[src/design/tssg_pkg.sv]
`timescale 1ns / 1ps
// Shared types and constants for the triangle scanline span generator.
// No dependencies; imported by tssg_ctrl, tssg_datapath, the top level and the bench.
package tssg_pkg;

  localparam int unsigned CANVAS_BITS = 13;
  localparam logic [CANVAS_BITS-1:0] CANVAS_RESET = 13'd1600;

  localparam logic REQ_LOAD = 1'b0;
  localparam logic REQ_NEXT = 1'b1;

  typedef enum logic [2:0] {
    ST_IDLE,
    ST_LOAD_OUT,
    ST_NONE_OUT,
    ST_MUL,
    ST_START,
    ST_DIV,
    ST_SPAN_OUT
  } tssg_state_e;

  typedef enum logic [1:0] {
    RES_LOAD,
    RES_NONE,
    RES_SPAN
  } tssg_res_e;

  typedef struct packed {
    logic      load;       // commit sorted vertices and reset the row counter
    logic      calc;       // register edge products and divisors
    logic      start_div;  // launch both dividers
    logic      emit;       // write the output register
    tssg_res_e res_sel;
  } tssg_cmd_t;

  typedef struct packed {
    logic active;    // rows remain for the loaded triangle
    logic div_busy;
    logic out_free;  // output register can take a beat this cycle
  } tssg_sts_t;

endpackage

[src/design/tssg_div.sv]
`timescale 1ns / 1ps
// Radix-2 restoring divider, one quotient bit per cycle.
// Depends on nothing; used twice by tssg_datapath.
module tssg_div #(
  parameter int unsigned COORD_BITS = 12
) (
  input  logic                      clk_i,
  input  logic                      rst_ni,
  input  logic                      start_i,
  input  logic [2*COORD_BITS-1:0]   num_i,
  input  logic [COORD_BITS-1:0]     den_i,
  output logic                      busy_o,
  output logic [COORD_BITS-1:0]     quo_o
);

  localparam int unsigned CNT_W = $clog2(COORD_BITS);

  logic [COORD_BITS-1:0] rem_q, rem_d;
  logic [COORD_BITS-1:0] shq_q, shq_d;
  logic [COORD_BITS-1:0] den_q;
  logic [CNT_W-1:0]      cnt_q, cnt_d;
  logic                  busy_q, busy_d;
  logic [COORD_BITS:0]   trial;
  logic                  ge;

  // The quotient is known to fit in COORD_BITS, so the upper half of the
  // numerator starts out below the divisor and only the lower half shifts in.
  always_comb begin
    trial  = {rem_q, shq_q[COORD_BITS-1]};
    ge     = trial >= {1'b0, den_q};
    rem_d  = rem_q;
    shq_d  = shq_q;
    cnt_d  = cnt_q;
    busy_d = busy_q;
    if (start_i) begin
      rem_d  = num_i[2*COORD_BITS-1:COORD_BITS];
      shq_d  = num_i[COORD_BITS-1:0];
      cnt_d  = '0;
      busy_d = 1'b1;
    end else if (busy_q) begin
      rem_d = ge ? COORD_BITS'(trial - {1'b0, den_q}) : trial[COORD_BITS-1:0];
      shq_d = {shq_q[COORD_BITS-2:0], ge};
      cnt_d = cnt_q + 1'b1;
      if (cnt_q == CNT_W'(COORD_BITS - 1)) begin
        busy_d = 1'b0;
      end
    end
  end

  always_ff @(posedge clk_i or negedge rst_ni) begin
    if (!rst_ni) begin
      busy_q <= 1'b0;
      cnt_q  <= '0;
    end else begin
      busy_q <= busy_d;
      cnt_q  <= cnt_d;
    end
  end

  always_ff @(posedge clk_i) begin
    rem_q <= rem_d;
    shq_q <= shq_d;
    if (start_i) begin
      den_q <= den_i;
    end
  end

  assign busy_o = busy_q;
  assign quo_o  = shq_q;

endmodule

[src/design/tssg_datapath.sv]
`timescale 1ns / 1ps
// Datapath: vertex sort, triangle state, edge products, two dividers,
// span assembly and the output register. Depends on tssg_pkg and tssg_div.
module tssg_datapath #(
  parameter int unsigned COORD_BITS = 12
) (
  input  logic                               clk_i,
  input  logic                               rst_ni,
  input  tssg_pkg::tssg_cmd_t                cmd_i,
  output tssg_pkg::tssg_sts_t                sts_o,
  input  logic                               cfg_we_i,
  input  logic [tssg_pkg::CANVAS_BITS-1:0]   cfg_wdata_i,
  input  logic [COORD_BITS-1:0]              vertex_a_x_i,
  input  logic [COORD_BITS-1:0]              vertex_a_y_i,
  input  logic [COORD_BITS-1:0]              vertex_b_x_i,
  input  logic [COORD_BITS-1:0]              vertex_b_y_i,
  input  logic [COORD_BITS-1:0]              vertex_c_x_i,
  input  logic [COORD_BITS-1:0]              vertex_c_y_i,
  input  logic                               out_stall_i,
  output logic                               out_valid_o,
  output logic                               span_valid_o,
  output logic [COORD_BITS-1:0]              row_o,
  output logic [COORD_BITS-1:0]              start_x_o,
  output logic [COORD_BITS-1:0]              end_x_o,
  output logic                               last_o
);
  import tssg_pkg::*;

  localparam int unsigned CB   = COORD_BITS;
  localparam int unsigned PW   = 2 * CB;
  localparam int unsigned CMPW = (CB > CANVAS_BITS) ? CB : CANVAS_BITS;

  // triangle state
  logic [CB-1:0] tx_q, ty_q, mx_q, my_q, bx_q, by_q;
  logic [CB-1:0] row_q, row_d;
  logic          active_q, active_d;
  logic [CANVAS_BITS-1:0] canvas_q;

  // sort network
  logic [CB-1:0] sx0, sy0, sx1, sy1, sx2, sy2, tmp_x, tmp_y;

  // product stage
  logic [CB-1:0] al, bl, as, bs, ds;
  logic          sgl, sgs;
  logic [PW-1:0] pl_q, ps_q;
  logic [CB-1:0] dl_q, ds_q;
  logic          sgl_q, sgs_q;

  // divider results and span assembly
  logic          busy_l, busy_s;
  logic [CB-1:0] ql, qs, xl, xs, lo_x, hi_x, end_x;
  logic [CB:0]   row_inc;
  logic          last_row;

  // output register
  logic          out_valid_q, out_valid_d;
  logic          out_free;
  logic          span_valid_d, last_d;
  logic [CB-1:0] row_out_d, start_d, end_d;
  logic          span_valid_q, last_q;
  logic [CB-1:0] row_out_q, start_q, end_q;

  // Three compare-swaps on y: (b,c), (a,b), (b,c); swap only on strictly greater.
  always_comb begin
    sx0 = vertex_a_x_i; sy0 = vertex_a_y_i;
    sx1 = vertex_b_x_i; sy1 = vertex_b_y_i;
    sx2 = vertex_c_x_i; sy2 = vertex_c_y_i;
    tmp_x = '0;
    tmp_y = '0;
    if (sy1 > sy2) begin
      tmp_x = sx1; tmp_y = sy1; sx1 = sx2; sy1 = sy2; sx2 = tmp_x; sy2 = tmp_y;
    end
    if (sy0 > sy1) begin
      tmp_x = sx0; tmp_y = sy0; sx0 = sx1; sy0 = sy1; sx1 = tmp_x; sy1 = tmp_y;
    end
    if (sy1 > sy2) begin
      tmp_x = sx1; tmp_y = sy1; sx1 = sx2; sy1 = sy2; sx2 = tmp_x; sy2 = tmp_y;
    end
  end

  // Edge terms as magnitude and sign, so the divide is unsigned and truncation
  // toward zero falls out of applying the sign afterwards.
  always_comb begin
    al  = (bx_q >= tx_q) ? bx_q - tx_q : tx_q - bx_q;
    sgl = bx_q < tx_q;
    bl  = row_q - ty_q;
    if (row_q < my_q) begin
      as  = (tx_q >= mx_q) ? tx_q - mx_q : mx_q - tx_q;
      sgs = tx_q < mx_q;
      bs  = my_q - row_q;
      ds  = my_q - ty_q;
    end else begin
      as  = (bx_q >= mx_q) ? bx_q - mx_q : mx_q - bx_q;
      sgs = bx_q < mx_q;
      bs  = row_q - my_q;
      ds  = by_q - my_q;
    end
  end

  always_ff @(posedge clk_i) begin
    if (cmd_i.calc) begin
      pl_q  <= PW'(al) * PW'(bl);
      ps_q  <= PW'(as) * PW'(bs);
      dl_q  <= by_q - ty_q;
      ds_q  <= ds;
      sgl_q <= sgl;
      sgs_q <= sgs;
    end
  end

  tssg_div #(.COORD_BITS(CB)) u_div_long (
    .clk_i   (clk_i),
    .rst_ni  (rst_ni),
    .start_i (cmd_i.start_div),
    .num_i   (pl_q),
    .den_i   (dl_q),
    .busy_o  (busy_l),
    .quo_o   (ql)
  );

  tssg_div #(.COORD_BITS(CB)) u_div_short (
    .clk_i   (clk_i),
    .rst_ni  (rst_ni),
    .start_i (cmd_i.start_div),
    .num_i   (ps_q),
    .den_i   (ds_q),
    .busy_o  (busy_s),
    .quo_o   (qs)
  );

  // Both edge x values lie between their end points, so no bits are lost here.
  always_comb begin
    xl       = sgl_q ? tx_q - ql : tx_q + ql;
    xs       = sgs_q ? mx_q - qs : mx_q + qs;
    lo_x     = (xl > xs) ? xs : xl;
    hi_x     = (xl > xs) ? xl : xs;
    end_x    = (CMPW'(hi_x) > CMPW'(canvas_q)) ? CB'(canvas_q) : hi_x;
    row_inc  = {1'b0, row_q} + 1'b1;
    last_row = row_inc >= {1'b0, by_q};
  end

  // Result selection and state update
  always_comb begin
    row_d        = row_q;
    active_d     = active_q;
    span_valid_d = 1'b0;
    row_out_d    = '0;
    start_d      = '0;
    end_d        = '0;
    last_d       = 1'b1;
    if (cmd_i.load) begin
      row_d    = sy0;
      active_d = sy0 < sy2;
    end
    case (cmd_i.res_sel)
      RES_LOAD: begin
        last_d = !active_q;
      end
      RES_NONE: begin
        last_d = 1'b1;
      end
      RES_SPAN: begin
        span_valid_d = 1'b1;
        row_out_d    = row_q;
        start_d      = lo_x;
        end_d        = end_x;
        last_d       = last_row;
        if (cmd_i.emit) begin
          row_d = row_inc[CB-1:0];
          if (last_row) begin
            active_d = 1'b0;
          end
        end
      end
      default: begin
        last_d = 1'b1;
      end
    endcase
  end

  assign out_free    = !out_valid_q || !out_stall_i;
  assign out_valid_d = cmd_i.emit ? 1'b1 : (out_free ? 1'b0 : out_valid_q);

  always_ff @(posedge clk_i or negedge rst_ni) begin
    if (!rst_ni) begin
      row_q       <= '0;
      active_q    <= 1'b0;
      canvas_q    <= CANVAS_RESET;
      out_valid_q <= 1'b0;
    end else begin
      row_q       <= row_d;
      active_q    <= active_d;
      out_valid_q <= out_valid_d;
      if (cfg_we_i) begin
        canvas_q <= cfg_wdata_i;
      end
    end
  end

  always_ff @(posedge clk_i) begin
    if (cmd_i.load) begin
      tx_q <= sx0; ty_q <= sy0;
      mx_q <= sx1; my_q <= sy1;
      bx_q <= sx2; by_q <= sy2;
    end
    if (cmd_i.emit) begin
      span_valid_q <= span_valid_d;
      row_out_q    <= row_out_d;
      start_q      <= start_d;
      end_q        <= end_d;
      last_q       <= last_d;
    end
  end

  assign sts_o.active   = active_q;
  assign sts_o.div_busy = busy_l || busy_s;
  assign sts_o.out_free = out_free;

  assign out_valid_o  = out_valid_q;
  assign span_valid_o = span_valid_q;
  assign row_o        = row_out_q;
  assign start_x_o    = start_q;
  assign end_x_o      = end_q;
  assign last_o       = last_q;

endmodule

[src/design/tssg_ctrl.sv]
`timescale 1ns / 1ps
// Controller state machine: input handshake and sequencing of the datapath.
// Depends on tssg_pkg.
module tssg_ctrl (
  input  logic                clk_i,
  input  logic                rst_ni,
  input  logic                in_valid_i,
  input  logic                req_type_i,
  output logic                in_stall_o,
  input  tssg_pkg::tssg_sts_t sts_i,
  output tssg_pkg::tssg_cmd_t cmd_o
);
  import tssg_pkg::*;

  tssg_state_e state_q, state_d;

  always_ff @(posedge clk_i or negedge rst_ni) begin
    if (!rst_ni) begin
      state_q <= ST_IDLE;
    end else begin
      state_q <= state_d;
    end
  end

  always_comb begin
    state_d       = state_q;
    in_stall_o    = 1'b1;
    cmd_o.load      = 1'b0;
    cmd_o.calc      = 1'b0;
    cmd_o.start_div = 1'b0;
    cmd_o.emit      = 1'b0;
    cmd_o.res_sel   = RES_NONE;
    case (state_q)
      ST_IDLE: begin
        in_stall_o = 1'b0;
        if (in_valid_i) begin
          if (req_type_i == REQ_LOAD) begin
            cmd_o.load = 1'b1;
            state_d    = ST_LOAD_OUT;
          end else if (sts_i.active) begin
            state_d = ST_MUL;
          end else begin
            state_d = ST_NONE_OUT;
          end
        end
      end
      ST_LOAD_OUT: begin
        cmd_o.res_sel = RES_LOAD;
        if (sts_i.out_free) begin
          cmd_o.emit = 1'b1;
          state_d    = ST_IDLE;
        end
      end
      ST_NONE_OUT: begin
        cmd_o.res_sel = RES_NONE;
        if (sts_i.out_free) begin
          cmd_o.emit = 1'b1;
          state_d    = ST_IDLE;
        end
      end
      ST_MUL: begin
        cmd_o.calc = 1'b1;
        state_d    = ST_START;
      end
      ST_START: begin
        cmd_o.start_div = 1'b1;
        state_d         = ST_DIV;
      end
      ST_DIV: begin
        if (!sts_i.div_busy) begin
          state_d = ST_SPAN_OUT;
        end
      end
      ST_SPAN_OUT: begin
        cmd_o.res_sel = RES_SPAN;
        // hold the finished span until the output register frees up
        if (sts_i.out_free) begin
          cmd_o.emit = 1'b1;
          state_d    = ST_IDLE;
        end
      end
      default: begin
        state_d = ST_IDLE;
      end
    endcase
  end

endmodule

[src/design/triangle_scanline_span_generator.sv]
`timescale 1ns / 1ps
// Triangle scanline span generator. A load or empty request is accepted, then
// its beat is written to the output register once that is free; a span request
// first runs the edge products, the divider start and the two bit-serial edge
// dividers side by side. One request at a time, taken the cycle after the
// result is written; an output stall holds the next request off. Async reset
// clears control state, row counter and triangle flag; canvas 1600.
module triangle_scanline_span_generator #(
  parameter int unsigned COORD_BITS = 12
) (
  input  logic                             clk_i,
  input  logic                             rst_ni,
  input  logic                             cfg_we_i,
  input  logic [tssg_pkg::CANVAS_BITS-1:0] cfg_wdata_i,
  input  logic                             in_valid_i,
  output logic                             in_stall_o,
  input  logic                             req_type_i,
  input  logic [COORD_BITS-1:0]            vertex_a_x_i,
  input  logic [COORD_BITS-1:0]            vertex_a_y_i,
  input  logic [COORD_BITS-1:0]            vertex_b_x_i,
  input  logic [COORD_BITS-1:0]            vertex_b_y_i,
  input  logic [COORD_BITS-1:0]            vertex_c_x_i,
  input  logic [COORD_BITS-1:0]            vertex_c_y_i,
  output logic                             out_valid_o,
  input  logic                             out_stall_i,
  output logic                             span_valid_o,
  output logic [COORD_BITS-1:0]            row_o,
  output logic [COORD_BITS-1:0]            start_x_o,
  output logic [COORD_BITS-1:0]            end_x_o,
  output logic                             last_o
);
  import tssg_pkg::*;

  tssg_cmd_t cmd;
  tssg_sts_t sts;

  tssg_ctrl u_ctrl (
    .clk_i      (clk_i),
    .rst_ni     (rst_ni),
    .in_valid_i (in_valid_i),
    .req_type_i (req_type_i),
    .in_stall_o (in_stall_o),
    .sts_i      (sts),
    .cmd_o      (cmd)
  );

  tssg_datapath #(.COORD_BITS(COORD_BITS)) u_dp (
    .clk_i        (clk_i),
    .rst_ni       (rst_ni),
    .cmd_i        (cmd),
    .sts_o        (sts),
    .cfg_we_i     (cfg_we_i),
    .cfg_wdata_i  (cfg_wdata_i),
    .vertex_a_x_i (vertex_a_x_i),
    .vertex_a_y_i (vertex_a_y_i),
    .vertex_b_x_i (vertex_b_x_i),
    .vertex_b_y_i (vertex_b_y_i),
    .vertex_c_x_i (vertex_c_x_i),
    .vertex_c_y_i (vertex_c_y_i),
    .out_stall_i  (out_stall_i),
    .out_valid_o  (out_valid_o),
    .span_valid_o (span_valid_o),
    .row_o        (row_o),
    .start_x_o    (start_x_o),
    .end_x_o      (end_x_o),
    .last_o       (last_o)
  );

endmodule

[config.mk]
export PLATFORM = sky130hd
export DESIGN_NAME = triangle_scanline_span_generator
export DESIGN_NICKNAME = d
export VERILOG_FILES = /design/src/design/tssg_pkg.sv /design/src/design/tssg_div.sv /design/src/design/tssg_datapath.sv /design/src/design/tssg_ctrl.sv /design/src/design/triangle_scanline_span_generator.sv
export SDC_FILE = /design/constraint.sdc
export NUM_CORES = 2
export LEC_CHECK = 0
export ABC_AREA = 0
export BUFFER_PORTS_ARGS = -buffer_cell sky130_fd_sc_hd__buf_2
export CORE_ASPECT_RATIO = 0.75
export CORE_UTILIZATION = 53
export DETAILED_ROUTE_END_ITERATION = 6
export PLACE_DENSITY_LB_ADDON = 0.2
export SKIP_LAST_GASP = 1
export SLEW_MARGIN = 5
export SYNTH_ARGS = -nofsm -noshare
export SYNTH_HDL_FRONTEND = slang
export SYNTH_SLANG_ARGS = --single-unit
[constraint.sdc]
create_clock -name clk_i -period 7.95 [get_ports clk_i]
set_input_delay 0.795 -clock clk_i [delete_from_list [all_inputs] [get_ports clk_i]]
set_output_delay 0.795 -clock clk_i [all_outputs]
set_load 0.02 [all_outputs]
==> results_dict.tcl <==
set metrics [dict create \
    slew_headroom_pct 33.7 \
    yosysWarnings 0 \
    grt_pass1_vias 25500 \
    drc 48 \
    wirelength_um 91100 \
    r2r-start "u_dp.tx_q[0]$_DFFE_PP_" \
    yosysUniqueCellTypes 85 \
    dominantRegCellSynth "edfxtp_1" \
    cts_buffer_depth 3 \
    start_util_pct 53.6 \
    critical_path_class "flop to flop" \
    drt-wirelength-per-cell_um 19.2 \
    cp-start-kind "flop" \
    dr_wl_met3_um 8020 \
    pin_count 131 \
    skew_ps 24.3 \
    topRoutingLayerUsed "met5" \
    maxCapViolations 0 \
    worstMarginPinSlew_ps 995 \
    port_buffers 130 \
    hpwl_um 75200 \
    synth_edf_count 256 \
    arrival_ps 8390 \
    coreArea_um2 60500 \
    syn_inst 3548 \
    cts.reportedPaths.clkPinSlew_ps 60 \
    grt_setup_unrepaired "true" \
    synth_nets 4248 \
    worstSetupEndpointType "flop" \
    num_rows 78 \
    grt_first_pass_wirelength_um 142000 \
    violations "design-rule violations, negative setup slack" \
    clock.fmax_ghz 0.124 \
    fin_ws_ps -136 \
    grt_usage_pct 29.6 \
    avgViaCountPerCell 5.56 \
    htreeDepth 2 \
    r2r_setup_slack_ps -140 \
    cp-endpoint "u_dp.ps_q[23]$_DFFE_PP_" \
    cts-buffers-inserted 34 \
    die_w_um 288 \
    drtPass1Iterations 7 \
    wl_met1_um 43700 \
    setup_violations 4 \
    cts_sinks 296 \
    detailedRoute.firstIterationViolations 2154 \
    grt_max_degree 76 \
    status "finished with violations" \
    gp_congestion 0.973 \
    num_vias 26400 \
    crit_slowest_cell "fa_1" \
    period_needed_ps 8090 \
    nets 4631 \
    synth_area_leaders "edfxtp_1 (24%), ha_1 (15%), fa_1 (13%)" \
    required_ps 8260 \
    root_buffer "clkbuf_16" \
    reg2reg_to "u_dp.ps_q[23]$_DFFE_PP_" \
    cts_tree "yes" \
    synth_seq_area_share_pct 26.8 \
    hold_path_class "input port to async pin" \
    slew_viol_final 0 \
    r2r_cells 35 \
    yosys_register_bits 296 \
    fin_area_um2 37900 \
    die_y_um 216 \
    placed_area_um2 36000 \
    synthArstFlopShare_pct 13.5 \
    dieArea_um2 62200 \
    hold_violations 0 \
    synth_top_area_share_pct 23.7 \
    crit_path_max_fanout 3 \
    nFillCells 5177 \
    areaGrowthSynthToFinish_pct 16.8 \
    antenna_found_initial 6 \
    syn_area_per_cell_um2 9.14 \
    fin_crit_sh_pct 102 \
    top_regs "u_dp.pl_q x24, u_dp.ps_q x24, u_dp.canvas_q x13" \
    crit_top_cell "inv_2" \
    cp_slowest_stage_delay_ps 590 \
    grt-ovfl-total 0 \
    layout-drive-gt1-share_pct 17.4 \
    ant_nets 0 \
    clk-insertion-delay-late_ps 570 \
    crit_start "u_dp.tx_q[0]$_DFFE_PP_" \
    dr_wl_met2_um 37800 \
    synth_area_leader_cell "edfxtp_1" \
    syn_area_um2 32400 \
    hold_buffers 0 \
]
-- layer usage --
layer / vias up / GRT usage (%)
met3: 113 / 6.81
met4: 6 / 5.66
met5: - / 0
met2: 882 / 43.4
met1: 12600 / 44.4
li1: 12900 / -
-- placed cells by master (no fill, tap or decap), types with 130 or more instances in the layout --
cell,instances
a21oi_1,168
buf_2,130
buf_4,314
edfxtp_1,256
fa_1,207
ha_1,384
inv_1,451
nand2_1,381
nor2_1,296
o21ai_0,153
-- critical path, delay by kind of cell, from the launching register on --
| family | cells | cell delay, ps |
|---|---|---|
| adders and majority gates | 8 | 3190 |
| AOI/OAI and AO/OA | 12 | 2200 |
| buffers and inverters | 9 | 790 |
| and+or+nand+nor | 2 | 530 |
| muxes | 2 | 450 |
| DFF | 1 | 410 |
| xor gates and xnor gates | 2 | 230 |
-- timing repair --
action | in CTS | in global routing
setup buffers | 6 | 17
cloned | 0 | 0
resized for setup | 37 | 115
setup endpoints to repair | 14 | 18
pin swaps | 48 | 88
-- logic make-up (layout without fill, tap and decap cells) --
family                   count (synthesis)  count (layout)  share of synthesized area, %
AO/OA/AOI/OAI                          671             671                          13.2
XOR/XNOR                               173             173                          4.67
adder cells (fa/ha/maj)                609             609                          28.5
buffers and inverters                  579             986                          6.87
flip-flops                             296             296                          26.8
multiplexers                           147             147                          4.66
other                                    0               1                             0
AND/OR/NAND/NOR                       1073            1073                          15.3
-- area by class of cell --
cell class | count | area (µm²) | share of cell area, %
repair buffers | 460 | 3220 | 8.51
clock buffers | 45 | 923 | 2.44
diodes | 1 | 2.50 | 0.00661
flip-flops and latches | 296 | 8690 | 23.0
inverters | 466 | 1750 | 4.62
clock inverters | 15 | 150 | 0.397
multi-input cells | 2673 | 22100 | 58.4
well taps | 800 | 1000 | 2.64
-- worst min path at each step --
stage	startpoint	endpoint	slack, ps
final	rst_ni	u_dp.canvas_q[4]$_DFFE_PN0P_	310
after global routing	rst_ni	u_dp.canvas_q[4]$_DFFE_PN0P_	360
after CTS	rst_ni	u_dp.canvas_q[7]$_DFFE_PN0P_	320
after detailed placement	u_dp.ds_q[11]$_DFFE_PP_	u_dp.u_div_short.den_q[11]$_DFFE_PP_	410
after global placement	u_dp.ds_q[7]$_DFFE_PP_	u_dp.u_div_short.den_q[7]$_DFFE_PP_	400
after floorplan	u_dp.dl_q[0]$_DFFE_PP_	u_dp.u_div_long.den_q[0]$_DFFE_PP_	400
-- through the flow --
stage | instances | hold WS, ps | util [%] | worst slack (ps) | TNS (ps)
CTS | 4740 | 316 | 61.6 | -180 | -382
global placement | 4674 | 401 | 59.5 | -224 | -910
global route | 4755 | 356 | 62.6 | -371 | -2040
detailed placement | 4674 | 405 | 59.5 | -367 | -2340
floorplan | 3548 | 400 | - | -23.1 | -23.1
finish | 4756 | 306 | 62.6 | -136 | -245
-- cell usage after synthesis (6+ instances only) --
cell type    n
o21ai_0    163
nor3_1      48
nand2b_1    49
or2_2       13
nand3_1     37
buf_2       17
edfxtp_1   256
a211oi_1    23
xor2_1      43
nor4_1       7
mux2_2      23
a21o_1      70
dfrtp_1     37
a21boi_0    25
nand2_1    388
clkbuf_1    86
nor3b_1      6
nand4_1     36
and3_1      20
or3_1       24
a31o_2       7
xnor2_1    130
fa_1       216
nor2b_1     59
a221o_1      6
mux2i_1    122
o22ai_1     27
ha_1       393
a211o_1      7
o21a_1      29
a31oi_1     14
inv_1      465
nor2_1     299
o211ai_1    13
a21oi_1    186
o31ai_1     17
o21bai_1    19
and2_1      65
Power is not shown: default switching activity piles up to over one toggle a cycle in this logic, so the estimate is an artifact.
